$ cat src/path_bounding_box_defines.svh
// assertion macros for the path bounding box block
// included by path_bounding_box.sv; no other dependencies
`ifndef PATH_BOUNDING_BOX_DEFINES_SVH
`define PATH_BOUNDING_BOX_DEFINES_SVH
`ifndef SYNTHESIS
`define PBB_ASSERT_SAME(label, clk, rst, ante, cons) \
  label: assert property (@(posedge clk) disable iff (rst) (ante) |-> (cons)) \
    else $error("path_bounding_box: assertion failed");
`define PBB_ASSERT_NEXT(label, clk, rst, ante, cons) \
  label: assert property (@(posedge clk) disable iff (rst) (ante) |=> (cons)) \
    else $error("path_bounding_box: assertion failed");
`else
`define PBB_ASSERT_SAME(label, clk, rst, ante, cons)
`define PBB_ASSERT_NEXT(label, clk, rst, ante, cons)
`endif
`endif

$ cat src/pbb_pkg.sv
// shared types and constants for the path bounding box block
// used by pbb_lane, pbb_merge, pbb_accum and path_bounding_box; no dependencies
package pbb_pkg;

  localparam int COORD_W   = 32;
  localparam int PROD_W    = 2 * COORD_W;
  localparam int EXPAND_W  = 31;
  localparam int REG_IDX_W = 3;
  localparam int LANES     = 3;
  localparam int NPTS      = LANES + 1;

  localparam logic signed [COORD_W-1:0] COORD_MAX = {1'b0, {(COORD_W-1){1'b1}}};
  localparam logic signed [COORD_W-1:0] COORD_MIN = {1'b1, {(COORD_W-1){1'b0}}};
  localparam logic signed [COORD_W-1:0] UNITY     = 32'sh0001_0000;
  localparam logic [EXPAND_W-1:0]        EXPAND_RESET = 31'h0000_8000;

  typedef enum logic [1:0] {
    MODE_MOVE  = 2'd0,
    MODE_LINE  = 2'd1,
    MODE_CURVE = 2'd2,
    MODE_CLOSE = 2'd3
  } pbb_mode_e;

  typedef enum logic [REG_IDX_W-1:0] {
    REG_MATRIX_A      = 3'd0,
    REG_MATRIX_B      = 3'd1,
    REG_MATRIX_C      = 3'd2,
    REG_MATRIX_D      = 3'd3,
    REG_MATRIX_E      = 3'd4,
    REG_MATRIX_F      = 3'd5,
    REG_STROKE_ENABLE = 3'd6,
    REG_STROKE_EXPAND = 3'd7
  } pbb_reg_e;

  typedef struct packed {
    pbb_mode_e                  mode;
    logic signed [COORD_W-1:0]  px1;
    logic signed [COORD_W-1:0]  py1;
    logic signed [COORD_W-1:0]  px2;
    logic signed [COORD_W-1:0]  py2;
    logic signed [COORD_W-1:0]  px3;
    logic signed [COORD_W-1:0]  py3;
    logic                       last_segment;
  } pbb_in_t;

  typedef struct packed {
    logic signed [COORD_W-1:0] box_x_min;
    logic signed [COORD_W-1:0] box_y_min;
    logic signed [COORD_W-1:0] box_x_max;
    logic signed [COORD_W-1:0] box_y_max;
    logic                      box_has_points;
  } pbb_out_t;

  typedef struct packed {
    logic signed [COORD_W-1:0] a;
    logic signed [COORD_W-1:0] b;
    logic signed [COORD_W-1:0] c;
    logic signed [COORD_W-1:0] d;
    logic signed [COORD_W-1:0] e;
    logic signed [COORD_W-1:0] f;
  } pbb_matrix_t;

  typedef struct packed {
    logic signed [COORD_W-1:0] x_min;
    logic signed [COORD_W-1:0] y_min;
    logic signed [COORD_W-1:0] x_max;
    logic signed [COORD_W-1:0] y_max;
    logic                      has_pts;
  } pbb_box_t;

  typedef struct packed {
    logic load_prod;
    logic load_sum;
  } pbb_lane_ctl_t;

endpackage

$ cat src/pbb_accum.sv
// running box, stroke growth and result register
// depends on pbb_pkg
module pbb_accum (
  input  logic                          clk,
  input  logic                          rst,
  input  logic                          take,
  input  logic                          last,
  input  pbb_pkg::pbb_box_t             item_box,
  input  logic                          stroke_enable,
  input  logic [pbb_pkg::EXPAND_W-1:0]  stroke_expand,
  input  logic                          box_ready,
  output logic                          box_valid,
  output pbb_pkg::pbb_out_t             box
);

  localparam int GW = pbb_pkg::COORD_W + 2;
  localparam logic signed [GW-1:0] G_HI = GW'(pbb_pkg::COORD_MAX);
  localparam logic signed [GW-1:0] G_LO = GW'(pbb_pkg::COORD_MIN);

  pbb_pkg::pbb_box_t run;       // has_pts doubles as the path-started flag
  pbb_pkg::pbb_box_t merged;
  pbb_pkg::pbb_out_t box_next;

  function automatic logic signed [pbb_pkg::COORD_W-1:0] grow(
    input logic signed [pbb_pkg::COORD_W-1:0] v,
    input logic [pbb_pkg::EXPAND_W-1:0]       g,
    input logic                               up
  );
    logic signed [GW-1:0] gx;
    logic signed [GW-1:0] s;
    gx = $signed(GW'(g));
    s  = up ? GW'(v) + gx : GW'(v) - gx;
    if (s > G_HI) begin
      return pbb_pkg::COORD_MAX;
    end else if (s < G_LO) begin
      return pbb_pkg::COORD_MIN;
    end
    return pbb_pkg::COORD_W'(s);
  endfunction

  always_comb begin
    merged = run;
    if (item_box.has_pts) begin
      if (!run.has_pts) begin
        merged = item_box;
      end else begin
        merged.has_pts = 1'b1;
        if (item_box.x_min < run.x_min) merged.x_min = item_box.x_min;
        if (item_box.y_min < run.y_min) merged.y_min = item_box.y_min;
        if (item_box.x_max > run.x_max) merged.x_max = item_box.x_max;
        if (item_box.y_max > run.y_max) merged.y_max = item_box.y_max;
      end
    end
  end

  always_comb begin
    box_next.box_has_points = merged.has_pts;
    if (stroke_enable) begin
      box_next.box_x_min = grow(merged.x_min, stroke_expand, 1'b0);
      box_next.box_y_min = grow(merged.y_min, stroke_expand, 1'b0);
      box_next.box_x_max = grow(merged.x_max, stroke_expand, 1'b1);
      box_next.box_y_max = grow(merged.y_max, stroke_expand, 1'b1);
    end else begin
      box_next.box_x_min = merged.x_min;
      box_next.box_y_min = merged.y_min;
      box_next.box_x_max = merged.x_max;
      box_next.box_y_max = merged.y_max;
    end
  end

  // running state clears after the last item of a path
  always_ff @(posedge clk) begin
    if (rst) begin
      run <= '0;
    end else if (take) begin
      if (last) begin
        run <= '0;
      end else begin
        run <= merged;
      end
    end
  end

  always_ff @(posedge clk) begin
    if (rst) begin
      box_valid <= 1'b0;
    end else if (take && last) begin
      box_valid <= 1'b1;
    end else if (box_ready) begin
      box_valid <= 1'b0;
    end
  end

  always_ff @(posedge clk) begin
    if (take && last) begin
      box <= box_next;
    end
  end

endmodule

$ cat config.mk
export PLATFORM = sky130hd
export DESIGN_NAME = pbb_accum
export DESIGN_NICKNAME = d
export VERILOG_FILES = /design/src/path_bounding_box_defines.svh /design/src/pbb_pkg.sv /design/src/pbb_accum.sv
export SDC_FILE = /design/constraint.sdc
export NUM_CORES = 1
export LEC_CHECK = 0
export BUFFER_PORTS_ARGS = -buffer_cell sky130_fd_sc_hd__buf_2
export CAP_MARGIN = 20
export CORE_MARGIN = 2
export CORE_UTILIZATION = 40
export DETAILED_ROUTE_END_ITERATION = 7
export RECOVER_POWER = 25
export SYNTH_ARGS = -nofsm -noshare
export SYNTH_HDL_FRONTEND = slang
export SYNTH_SLANG_ARGS = --single-unit
$ cat constraint.sdc
create_clock -name clk -period 7.7 [get_ports clk]
set_input_delay 1.54 -clock clk [delete_from_list [all_inputs] [get_ports clk]]
set_output_delay 1.54 -clock clk [all_outputs]
set_load 0.005 [all_outputs]
==> impl_metrics.ini <==
[run_status]
status = finished, violations left
failed_checks = capacitance limit, slew limit

[layout]
stdcell_area_um2 = 24800
nets = 3232
drive_above_1_share_pct = 18.0
fillers = 5184
syn2layout_area_growth_pct = 16.0

[placed_design]
gp_congestion = 0.960
dpl_cell_area_um2 = 23700
portBuffers = 295
dp_hpwl_um = 60500

[die]
die_h_um = 235
io_pins = 296
start_util_pct = 40.6
core_area_um2 = 52700
die_w_um = 235
num_rows = 84
dieArea_um2 = 55300

[clock_tree]
cts_tree = yes
hold_buffers = 0
clk_latency_ns = 0.60
cts_resized = 0
htreeDepth = 1
cts.clk_slew.worst_paths_ns = 0.06
cts_root_buf = clkbuf_16
clockBufferDepth = 3
post-cts-setup-buffers = 0
cts.sinks = 259
cts_made_buffers = 31

[logic_synthesis]
ys_seq_area_share_pct = 30.3
synthTopCellsByCount = ha_1, nor2_1, a21oi_1
syn-cell-area_um2 = 21400
synthCells = 2533
synthArstFlopShare_pct = 0
synth-seq-cells = 259
synth_edf_count = 129
yosysMostFrequentCell = ha_1
synth_cell_types = 88
dominantRegCellSynth = dfxtp_1
synth_area_leaders = edfxtp_1, ha_1, dfxtp_1
yosysTopAreaCellShare_pct = 18.1
synth_top_area_cell = edfxtp_1
yosysWarnings = 0
syn-num-nets = 2955
synth_area_per_cell_um2 = 8.44

[setup_path]
ff2ff_path_depth = 23
worstSetupEndpointType = flip-flop
criticalPathCategory = primary input to flip-flop
rr_startpoint = run[96]$_SDFFE_PP0P_
cp_max_fo = 20
r2r_setup_slack_ns = 0.97
cp-start-kind = primary input
worst_ep_required_time_ns = 7.98
crit_arrival_ns = 7.54
regToRegEndpoint = box[81]$_DFFE_PP_

[pwr]
vdd_drop_max_uv = 169
power_density_nw_per_um2 = 188
power_leakage_nw = 10.9

[run]
max_cap_viol_count = 3

[worst_hold_path]
hold_depth = 2
hold_start = run[68]$_SDFFE_PP0P_
hold_class = flip-flop to flip-flop
holdPathEnd = run[68]$_SDFFE_PP0P_

[sta]
hold_viol = 0
drv_slew = 130
period_minus_slack_ns = 7.26
fmax_mhz = 138
worstMarginPinSlew_ns = 3.31
skew_ns = 0.0217
fin_crit_sh_pct = 94.3
fin_tns_setup_ns = 0
setup_viol = 0
rsz0062_at_grt = no
slew_headroom_pct = -121

[global_routing]
grt_pass1_vias = 19400
grt_pass1_wl_um = 116000
gr-total-overflow = 0
grt_max_degree = 78
grt_use_total_pct = 26.9
antenna_found_initial = 3

[routing]
dr.pass1.iters = 6
drtIter0Drc = 1594
drcViolationCount = 0
wl_um = 77400
viasPerCell = 5.74
ant_nets = 0
vias = 20200
routedWlPerCell_um = 22.0
==> metrics by stage <==
stage | utilization, % | setup WS (ns) | instances | hold WS (ns) | power [mW]
finish | 47.1 | 0.436 | 3524 | 0.456 | 4.66
floorplan | - | 1.12 | 2533 | 0.425 | 2.61
global placement | 45.1 | -0.0388 | 3464 | 0.435 | 3.09
global route | 47.1 | 0.0790 | 3523 | 0.484 | 4.90
detailed placement | 45.1 | -0.0286 | 3464 | 0.442 | 3.10
CTS | 47.1 | 0.548 | 3522 | 0.456 | 4.67
==> area by class of cell <==
type / instances / area (um2) / area share [%]
multi-input cells: 1941 / 13700 / 55.1
flip-flops and latches: 259 / 6480 / 26.1
repair buffers: 351 / 1890 / 7.61
well taps: 688 / 861 / 3.47
inverters: 226 / 848 / 3.42
clock buffers: 38 / 822 / 3.32
clock inverters: 20 / 236 / 0.954
diodes: 1 / 2.50 / 0.0101
==> per-layer routing <==
layer | share of wire, % | global-route usage, %
met1 | 43 | 35.1
met2 | 47 | 45.3
met3 | 6.5 | 4.29
met4 | 3.5 | 8.69
met5 | 0.028 | 0
==> placed cells by master (no fill, tap or decap), types with 37 or more instances in the layout <==
master	n
a21o_1	81
a21oi_1	241
a22o_1	37
a22oi_1	74
buf_2	292
buf_4	54
dfxtp_1	130
edfxtp_1	129
ha_1	252
inv_1	224
mux2_2	77
nand2_1	204
nand3_1	38
nor2_1	240
o21ai_0	162
xnor2_1	51
xor2_1	49
==> worst max-delay path, cell delays in order <==
cell      delay, ns
buf_2          0.12
ha_1           0.39
nand4_1        0.21
nor2_1         0.19
o21ai_0        0.14
o221ai_1       0.26
xor2_1         0.17
o21ai_1        0.12
a21boi_4       0.54
buf_4          0.23
mux2i_1        0.30
ha_1           0.24
inv_1          0.06
fa_1           0.43
a211oi_1       0.25
nor2_1         0.10
o22ai_1        0.32
a211oi_2       0.20
o21bai_1       0.26
a21boi_1       0.12
o221ai_1       0.38
o31a_1         0.72
a211oi_1       0.24
==> worst max path at each step <==
stage	startpoint	endpoint	slack, ns	depth (start not counted)
2_1_floorplan	item_box[43]	box[41]$_DFFE_PP_	1.12	22
3_3_place_gp	item_box[88]	box[81]$_DFFE_PP_	-0.04	24
3_5_place_dp	item_box[96]	box[81]$_DFFE_PP_	-0.03	24
4_1_cts	item_box[88]	box[81]$_DFFE_PP_	0.55	24
5_1_grt	item_box[96]	box[81]$_DFFE_PP_	0.08	23
6_report	item_box[96]	box[81]$_DFFE_PP_	0.44	23
==> where the power goes <==
group          internal (mW)  switching [mW]
Clock                  0.923           0.643
Sequential              1.56          0.0384
Combinational          0.594           0.906
==> kinds of logic after synthesis <==
logic type / count (synthesis) / share of synthesized area (%)
mux: 96 / 4.95
xor+xnor: 100 / 4.10
flops: 259 / 30.3
compound gates: 837 / 25.7
fa+ha+maj: 256 / 15.1
simple gates: 652 / 13.8
buf+inv: 333 / 6.05
==> registers in the layout, summed over array words and instances, names as in the netlist <==
name       count
box          129
box_valid      1
run          129
Note: power is estimated with default switching activity, not from simulation.
