$ cat config.mk
export PLATFORM = sky130hd
export DESIGN_NAME = pbb_merge
export DESIGN_NICKNAME = d
export VERILOG_FILES = /design/src/path_bounding_box_defines.svh /design/src/pbb_pkg.sv /design/src/pbb_merge.sv
export SDC_FILE = /design/constraint.sdc
export NUM_CORES = 1
export LEC_CHECK = 0
export BUFFER_PORTS_ARGS = -buffer_cell sky130_fd_sc_hd__buf_2
export CAP_MARGIN = 20
export CORE_ASPECT_RATIO = 0.7
export CORE_MARGIN = 4
export CORE_UTILIZATION = 55
export CTS_BUF_LIST = sky130_fd_sc_hd__clkbuf_2 sky130_fd_sc_hd__clkbuf_4 sky130_fd_sc_hd__clkbuf_8
export DETAILED_ROUTE_END_ITERATION = 10
export PLACE_DENSITY = 0.78
export SLEW_MARGIN = 20
export SYNTH_ARGS = -nofsm -noshare
export SYNTH_HDL_FRONTEND = slang
export SYNTH_SLANG_ARGS = --single-unit
$ cat constraint.sdc
create_clock -name clk -period 15.4 [get_ports clk]
set_input_delay 3.08 -clock clk [delete_from_list [all_inputs] [get_ports clk]]
set_output_delay 3.08 -clock clk [all_outputs]
set_load 0.02 [all_outputs]
$ cat src/path_bounding_box_defines.svh
// assertion macros for the path bounding box block
// included by path_bounding_box.sv; no other dependencies
`ifndef PATH_BOUNDING_BOX_DEFINES_SVH
`define PATH_BOUNDING_BOX_DEFINES_SVH
`ifndef SYNTHESIS
`define PBB_ASSERT_SAME(label, clk, rst, ante, cons) \
  label: assert property (@(posedge clk) disable iff (rst) (ante) |-> (cons)) \
    else $error("path_bounding_box: assertion failed");
`define PBB_ASSERT_NEXT(label, clk, rst, ante, cons) \
  label: assert property (@(posedge clk) disable iff (rst) (ante) |=> (cons)) \
    else $error("path_bounding_box: assertion failed");
`else
`define PBB_ASSERT_SAME(label, clk, rst, ante, cons)
`define PBB_ASSERT_NEXT(label, clk, rst, ante, cons)
`endif
`endif

$ cat src/pbb_pkg.sv
// shared types and constants for the path bounding box block
// used by pbb_lane, pbb_merge, pbb_accum and path_bounding_box; no dependencies
package pbb_pkg;

  localparam int COORD_W   = 32;
  localparam int PROD_W    = 2 * COORD_W;
  localparam int EXPAND_W  = 31;
  localparam int REG_IDX_W = 3;
  localparam int LANES     = 3;
  localparam int NPTS      = LANES + 1;

  localparam logic signed [COORD_W-1:0] COORD_MAX = {1'b0, {(COORD_W-1){1'b1}}};
  localparam logic signed [COORD_W-1:0] COORD_MIN = {1'b1, {(COORD_W-1){1'b0}}};
  localparam logic signed [COORD_W-1:0] UNITY     = 32'sh0001_0000;
  localparam logic [EXPAND_W-1:0]        EXPAND_RESET = 31'h0000_8000;

  typedef enum logic [1:0] {
    MODE_MOVE  = 2'd0,
    MODE_LINE  = 2'd1,
    MODE_CURVE = 2'd2,
    MODE_CLOSE = 2'd3
  } pbb_mode_e;

  typedef enum logic [REG_IDX_W-1:0] {
    REG_MATRIX_A      = 3'd0,
    REG_MATRIX_B      = 3'd1,
    REG_MATRIX_C      = 3'd2,
    REG_MATRIX_D      = 3'd3,
    REG_MATRIX_E      = 3'd4,
    REG_MATRIX_F      = 3'd5,
    REG_STROKE_ENABLE = 3'd6,
    REG_STROKE_EXPAND = 3'd7
  } pbb_reg_e;

  typedef struct packed {
    pbb_mode_e                  mode;
    logic signed [COORD_W-1:0]  px1;
    logic signed [COORD_W-1:0]  py1;
    logic signed [COORD_W-1:0]  px2;
    logic signed [COORD_W-1:0]  py2;
    logic signed [COORD_W-1:0]  px3;
    logic signed [COORD_W-1:0]  py3;
    logic                       last_segment;
  } pbb_in_t;

  typedef struct packed {
    logic signed [COORD_W-1:0] box_x_min;
    logic signed [COORD_W-1:0] box_y_min;
    logic signed [COORD_W-1:0] box_x_max;
    logic signed [COORD_W-1:0] box_y_max;
    logic                      box_has_points;
  } pbb_out_t;

  typedef struct packed {
    logic signed [COORD_W-1:0] a;
    logic signed [COORD_W-1:0] b;
    logic signed [COORD_W-1:0] c;
    logic signed [COORD_W-1:0] d;
    logic signed [COORD_W-1:0] e;
    logic signed [COORD_W-1:0] f;
  } pbb_matrix_t;

  typedef struct packed {
    logic signed [COORD_W-1:0] x_min;
    logic signed [COORD_W-1:0] y_min;
    logic signed [COORD_W-1:0] x_max;
    logic signed [COORD_W-1:0] y_max;
    logic                      has_pts;
  } pbb_box_t;

  typedef struct packed {
    logic load_prod;
    logic load_sum;
  } pbb_lane_ctl_t;

endpackage

$ cat src/pbb_merge.sv
// merging stage: folds the lane points and the origin into one item box
// depends on pbb_pkg
module pbb_merge (
  input  logic                                clk,
  input  logic                                load,
  input  logic [pbb_pkg::NPTS-1:0]            mask,
  input  logic signed [pbb_pkg::COORD_W-1:0]  origin_x,
  input  logic signed [pbb_pkg::COORD_W-1:0]  origin_y,
  input  logic signed [pbb_pkg::COORD_W-1:0]  pt_x [pbb_pkg::LANES],
  input  logic signed [pbb_pkg::COORD_W-1:0]  pt_y [pbb_pkg::LANES],
  output pbb_pkg::pbb_box_t                   item_box
);

  logic signed [pbb_pkg::COORD_W-1:0] all_x [pbb_pkg::NPTS];
  logic signed [pbb_pkg::COORD_W-1:0] all_y [pbb_pkg::NPTS];
  pbb_pkg::pbb_box_t                  box_next;

  always_comb begin
    all_x[0] = origin_x;
    all_y[0] = origin_y;
    for (int i = 0; i < pbb_pkg::LANES; i++) begin
      all_x[i+1] = pt_x[i];
      all_y[i+1] = pt_y[i];
    end
  end

  // points not present act as the identity of min and max
  always_comb begin
    box_next.x_min   = pbb_pkg::COORD_MAX;
    box_next.y_min   = pbb_pkg::COORD_MAX;
    box_next.x_max   = pbb_pkg::COORD_MIN;
    box_next.y_max   = pbb_pkg::COORD_MIN;
    box_next.has_pts = |mask;
    for (int i = 0; i < pbb_pkg::NPTS; i++) begin
      if (mask[i]) begin
        if (all_x[i] < box_next.x_min) box_next.x_min = all_x[i];
        if (all_y[i] < box_next.y_min) box_next.y_min = all_y[i];
        if (all_x[i] > box_next.x_max) box_next.x_max = all_x[i];
        if (all_y[i] > box_next.y_max) box_next.y_max = all_y[i];
      end
    end
  end

  always_ff @(posedge clk) begin
    if (load) begin
      item_box <= box_next;
    end
  end

endmodule

==> results.toml, run 1 <==
[setup_path]
slowest_stage = "mux2i_4"
cpMostUsedCell = "a21oi_1"
critical_path_class = "input pin to register"
cp-start-kind = "input pin"
path_buf_inv = 3
path_depth = 43
cp_top_family = "compound AO/OA/AOI/OAI gates"
cp_data_arrival_time_ps = 14820
cp-startpoint = "origin_y[25]"
cpPeakStageDelay_ps = 870
worstPathRequired_ps = 15750
crit_fanout = 32
end_kind = "register"

[grt]
top_usage_layer = "met2"
antenna_found_initial = 16
grt_max_degree = 67
track_usage = 0.369
first_global_vias = 19200
overflow = 0
grt_pass1_wl_mm = 109
use_met1 = 0.532
met3_usage = 0.0988
use_met2 = 0.536

[route]
drt_iter0_drc = 2588
wl_per_cell_um = 23.3
ant_nets = 0
first_pass_iters = 6
post-route-drc-count = 0
vias = 20400
viasPerCell = 6.53
finalWirelength_mm = 72.8

[flow_run]
drv_cap = 0

[finish]
nFillCells = 3020
area_delta_synth_final_pct = 15.1
top_register = "item_box"
largest_register_ff_count = 129
reg.largest.list = "item_box (129)"
layout.nets = 3267
drive_gt1_frac = 0.210

[logic_synthesis]
synth-edff-count = 129
yosys.area.top_type_share = 0.244
yosysMostFrequentCell = "ha_1"
ys_seq_area_frac = 0.202
async_flop_share = 0
ys_types = 68
syn_area_um2 = 19100
ys.warnings.count = 0
postSynthAreaPerCell_um2 = 8.33
ys_ff_latch = 129
yosys.area.top_type = "ha_1"
synth.area.top_cells = "ha_1 24%, edfxtp_1 20%, mux2i_1 7.0%, a21oi_1 4.5%, inv_1 4.0%"
synth_flop_cell = "edfxtp_1"
syn_inst = 2299
synth_fp_nets = 2935
synth_common_cells = "374 x ha_1, 206 x inv_1, 198 x nor2_1, 171 x a21oi_1, 167 x nand2_1"

[sta]
max-slew-margin-rel = 0.298
setup_viol = 0
clock.fmax_mhz = 69.1
fin_ws_ps = 931
min_period_ps = 14470
finalCritPeriodShare = 0.940
max_slew.worst_pin.slew_ps = 1030
drv_slew = 0
whs_ps = 2910
timing.final.hold_violations = 0
fin_tns_setup_ps = 0
rsz0062_at_grt = "false"

[hold_path]
holdCritStartpoint = "pt_y[0]"
holdPathStages = 2
worst_hold_path_type = "input pin to register"

[pwr]
p_per_area_nw_per_um2 = 88.1
ir_worst_vdd_mv = 0.0743
leakagePower_nw = 10.9
p_total_w = 0.00194

[clocking]
clock-sinks = 129
post_cts_buffers = 0
clock_path_buffers = 2
cts_tree = "built"
cts_resized = 0
h-tree-depth = 4
cts-root-buf = "clkbuf_8"
cts.hold.buffers_added = 0
numCtsBuffers = 17
path_clk_slew_ps = 90

[place]
dp_hpwl_mm = 59.7
gp_congestion = 1.05
place_ws_ps = 885
port_buffers = 390

[floorplanning]
die_h_um = 164
die-area_um2 = 37900
start_util = 0.565
placementRows = 56
die_x_um = 231
core_um2 = 33900
io_pins = 391

[status]
outcome = "finished, final reports clean"
## power by group
| part | switching (W) | internal [W] |
|---|---|---|
| clock | 0.000179 | 0.000145 |
| sequential | 0.0000184 | 0.000484 |
| combinational | 0.000694 | 0.000422 |
| total | 0.000891 | 0.00105 |
## worst paths after layout
path                           to  slack (ps)
worst min-delay path  item_box[1]        2910
worst max-delay path  item_box[6]         930
## final cells by class
| cell class | instances | area [um2] | share of cell area |
|---|---|---|---|
| multi-input combinational | 1853 | 14100 | 0.642 |
| sequential | 129 | 3870 | 0.176 |
| timing repair buffer | 424 | 2250 | 0.102 |
| inverter | 206 | 773 | 0.0351 |
| tap | 464 | 581 | 0.0263 |
| clock buffer | 17 | 234 | 0.0106 |
| clock inverter | 15 | 160 | 0.00726 |
| antenna | 13 | 32.5 | 0.00148 |
## routing by layer
metal / vias to the layer above / wire length [um]
met1: 9546 / 30900
met2: 1273 / 30300
met4: 4 / 2020
li1: 9403 / -
met3: 162 / 9540
met5: - / 29
## layout by cell type (no fill, tap or decap), types with 4 or more instances in the layout
master,instances
a2111oi_0,64
a211o_1,5
a211oi_1,47
a21o_1,95
a21oi_1,171
a221oi_1,5
a31oi_1,37
and2_1,8
and3_1,7
and4_1,8
buf_2,389
buf_4,32
clkbuf_8,17
clkinvlp_4,4
diode_2,13
edfxtp_1,129
ha_1,374
inv_1,206
inv_6,4
mux2_2,29
mux2_4,8
mux2i_1,132
nand2_1,167
nand2b_1,20
nand3_1,12
nand4_1,93
nor2_1,194
nor2b_1,35
nor3_1,46
nor4_1,23
o2111ai_1,4
o211ai_1,8
o21a_1,14
o21ai_0,123
o221a_2,30
o31ai_1,6
or2_2,5
or3_1,5
or4_1,8
xnor2_1,4
## through the flow
stage,instance area (um2),cells,utilization
after floorplan,19100,2299,-
after global placement,21600,3076,0.637
after detailed placement,21600,3076,0.637
after CTS,22000,3108,0.649
after global routing,22000,3120,0.650
final,22000,3121,0.650
## kinds of logic (layout without fill, tap and decap cells)
logic type / Yosys count / after routing / synth area share
flops: 129 / 129 / 0.202
mux: 171 / 171 / 0.0934
buf+inv: 317 / 662 / 0.0647
other cells: 0 / 13 / 0
compound gates: 652 / 652 / 0.229
fa+ha+maj: 375 / 375 / 0.245
simple gates: 650 / 650 / 0.164
xor+xnor: 5 / 5 / 0.00229
(Power assumes the default switching activity.)
==> run 2, diff against run 1 <==
- MAX_ROUTING_LAYER: unset -> met4
==> run 2 against run 1 <==
  * Hold slack better by 34 ps
  * Worst setup slack got worse by 18 ps
  * Critical path type unchanged
  * Die area unchanged
==> results.toml, run 2 (same netlist as run 1, synthesis figures left out) <==
[floorplanning]
io_pins = 391
die_h_um = 164
die-area_um2 = 37900
core_um2 = 33900
die_x_um = 231
placementRows = 56
start_util = 0.565

[finish]
layout_common_cells = "389 x buf_2, 374 x ha_1, 206 x inv_1, 194 x nor2_1, 171 x a21oi_1"
reg.largest.list = "item_box (129)"
drive_gt1_frac = 0.210
largest_register_ff_count = 129
layout.nets = 3267
fin_cells = 3122
mostFrequentLayoutCell = "buf_2"
nFillCells = 2933
final_area_um2 = 22000
top_register = "item_box"
area_delta_synth_final_pct = 15.1

[grt]
top_usage_layer = "met1"
grt_max_degree = 68
met3_usage = 0.0877
grt_pass1_wl_mm = 109
first_global_vias = 19000
antenna_found_initial = 14
overflow = 0
use_met2 = 0.532
track_usage = 0.378
use_met1 = 0.541

[route]
drt_iter0_drc = 2574
ant_nets = 0
first_pass_iters = 5
finalWirelength_mm = 72.6
wl_per_cell_um = 23.3
post-route-drc-count = 0
viasPerCell = 6.52
vias = 20400

[clocking]
clock_path_buffers = 2
cts.hold.buffers_added = 0
clock-sinks = 129
path_clk_slew_ps = 100
post_cts_buffers = 0
cts-root-buf = "clkbuf_8"
numCtsBuffers = 17
h-tree-depth = 4
cts_tree = "built"
cts_resized = 0

[pwr]
p_total_w = 0.00194
ir_worst_vdd_mv = 0.0691
p_per_area_nw_per_um2 = 87.9
leakagePower_nw = 10.9

[sta]
whs_ps = 2950
rsz0062_at_grt = "false"
finalCritPeriodShare = 0.941
max_slew.worst_pin.slew_ps = 1040
max-slew-margin-rel = 0.310
min_period_ps = 14490
setup_viol = 0
fin_tns_setup_ps = 0
clock.fmax_mhz = 69.0
drv_slew = 0
timing.final.hold_violations = 0

[flow_run]
drv_cap = 0

[setup_path]
cp_data_arrival_time_ps = 14750
cp-start-kind = "input pin"
cpMostUsedCell = "a21o_1"
crit_fanout = 34
cpPeakStageDelay_ps = 810
end_kind = "register"
slowest_stage = "a311o_2"
critical_path_class = "input pin to register"
worstPathRequired_ps = 15660

[status]
outcome = "finished, final reports clean"

[place]
placed_area_um2 = 21600
gp_congestion = 1.09
port_buffers = 390
dp_hpwl_mm = 59.8
numPlacedInstances = 3076

[hold_path]
worst_hold_path_type = "input pin to register"
[run 2: cell types whose count changed in the layout (fill, tap and decap cells not counted), sizes merged]
cell and delta:
diode +1
[run 2: per-stage QoR]
stage | util | setup WS [ps]
floorplan | - | 3050
global route | 0.650 | 495
CTS | 0.649 | 1400
global placement | 0.637 | 858
finish | 0.650 | 913
detailed placement | 0.637 | 872
[run 2: layer usage]
metal	vias to the layer above	share of wire
met1	9575	0.44
met4	0	0.025
met3	147	0.12
met5	-	0
met2	1234	0.41
li1	9408	-
[run 2: critical path, delay by kind of cell]
| family | cells | cell delay, ps |
|---|---|---|
| AOI/OAI and AO/OA | 19 | 5180 |
| adders and majority gates | 3 | 940 |
| buffers and inverters | 3 | 900 |
| and+or+nand+nor | 12 | 3230 |
| muxes | 4 | 1350 |
[run 2: worst paths after layout]
kind,start,to,depth (start not counted)
worst min-delay path,pt_x[0],item_box[97],2
worst max-delay path,origin_y[25],item_box[1],41
[run 2: area by class of cell]
class | count | area (um2) | share of cell area
Inverter | 206 | 773 | 0.0351
Clock inverter | 15 | 160 | 0.00726
Timing Repair Buffer | 424 | 2250 | 0.102
Tap cell | 464 | 581 | 0.0263
Antenna cell | 14 | 35.0 | 0.00159
Clock buffer | 17 | 234 | 0.0106
Multi-Input combinational cell | 1853 | 14100 | 0.642
Sequential cell | 129 | 3870 | 0.176
[run 2: power breakdown]
group          internal [W]  switching, W  leakage [nW]
combinational      0.000421      0.000692          9.40
sequential         0.000483     0.0000167          1.27
clock              0.000145      0.000178         0.187
total               0.00105      0.000887          10.9
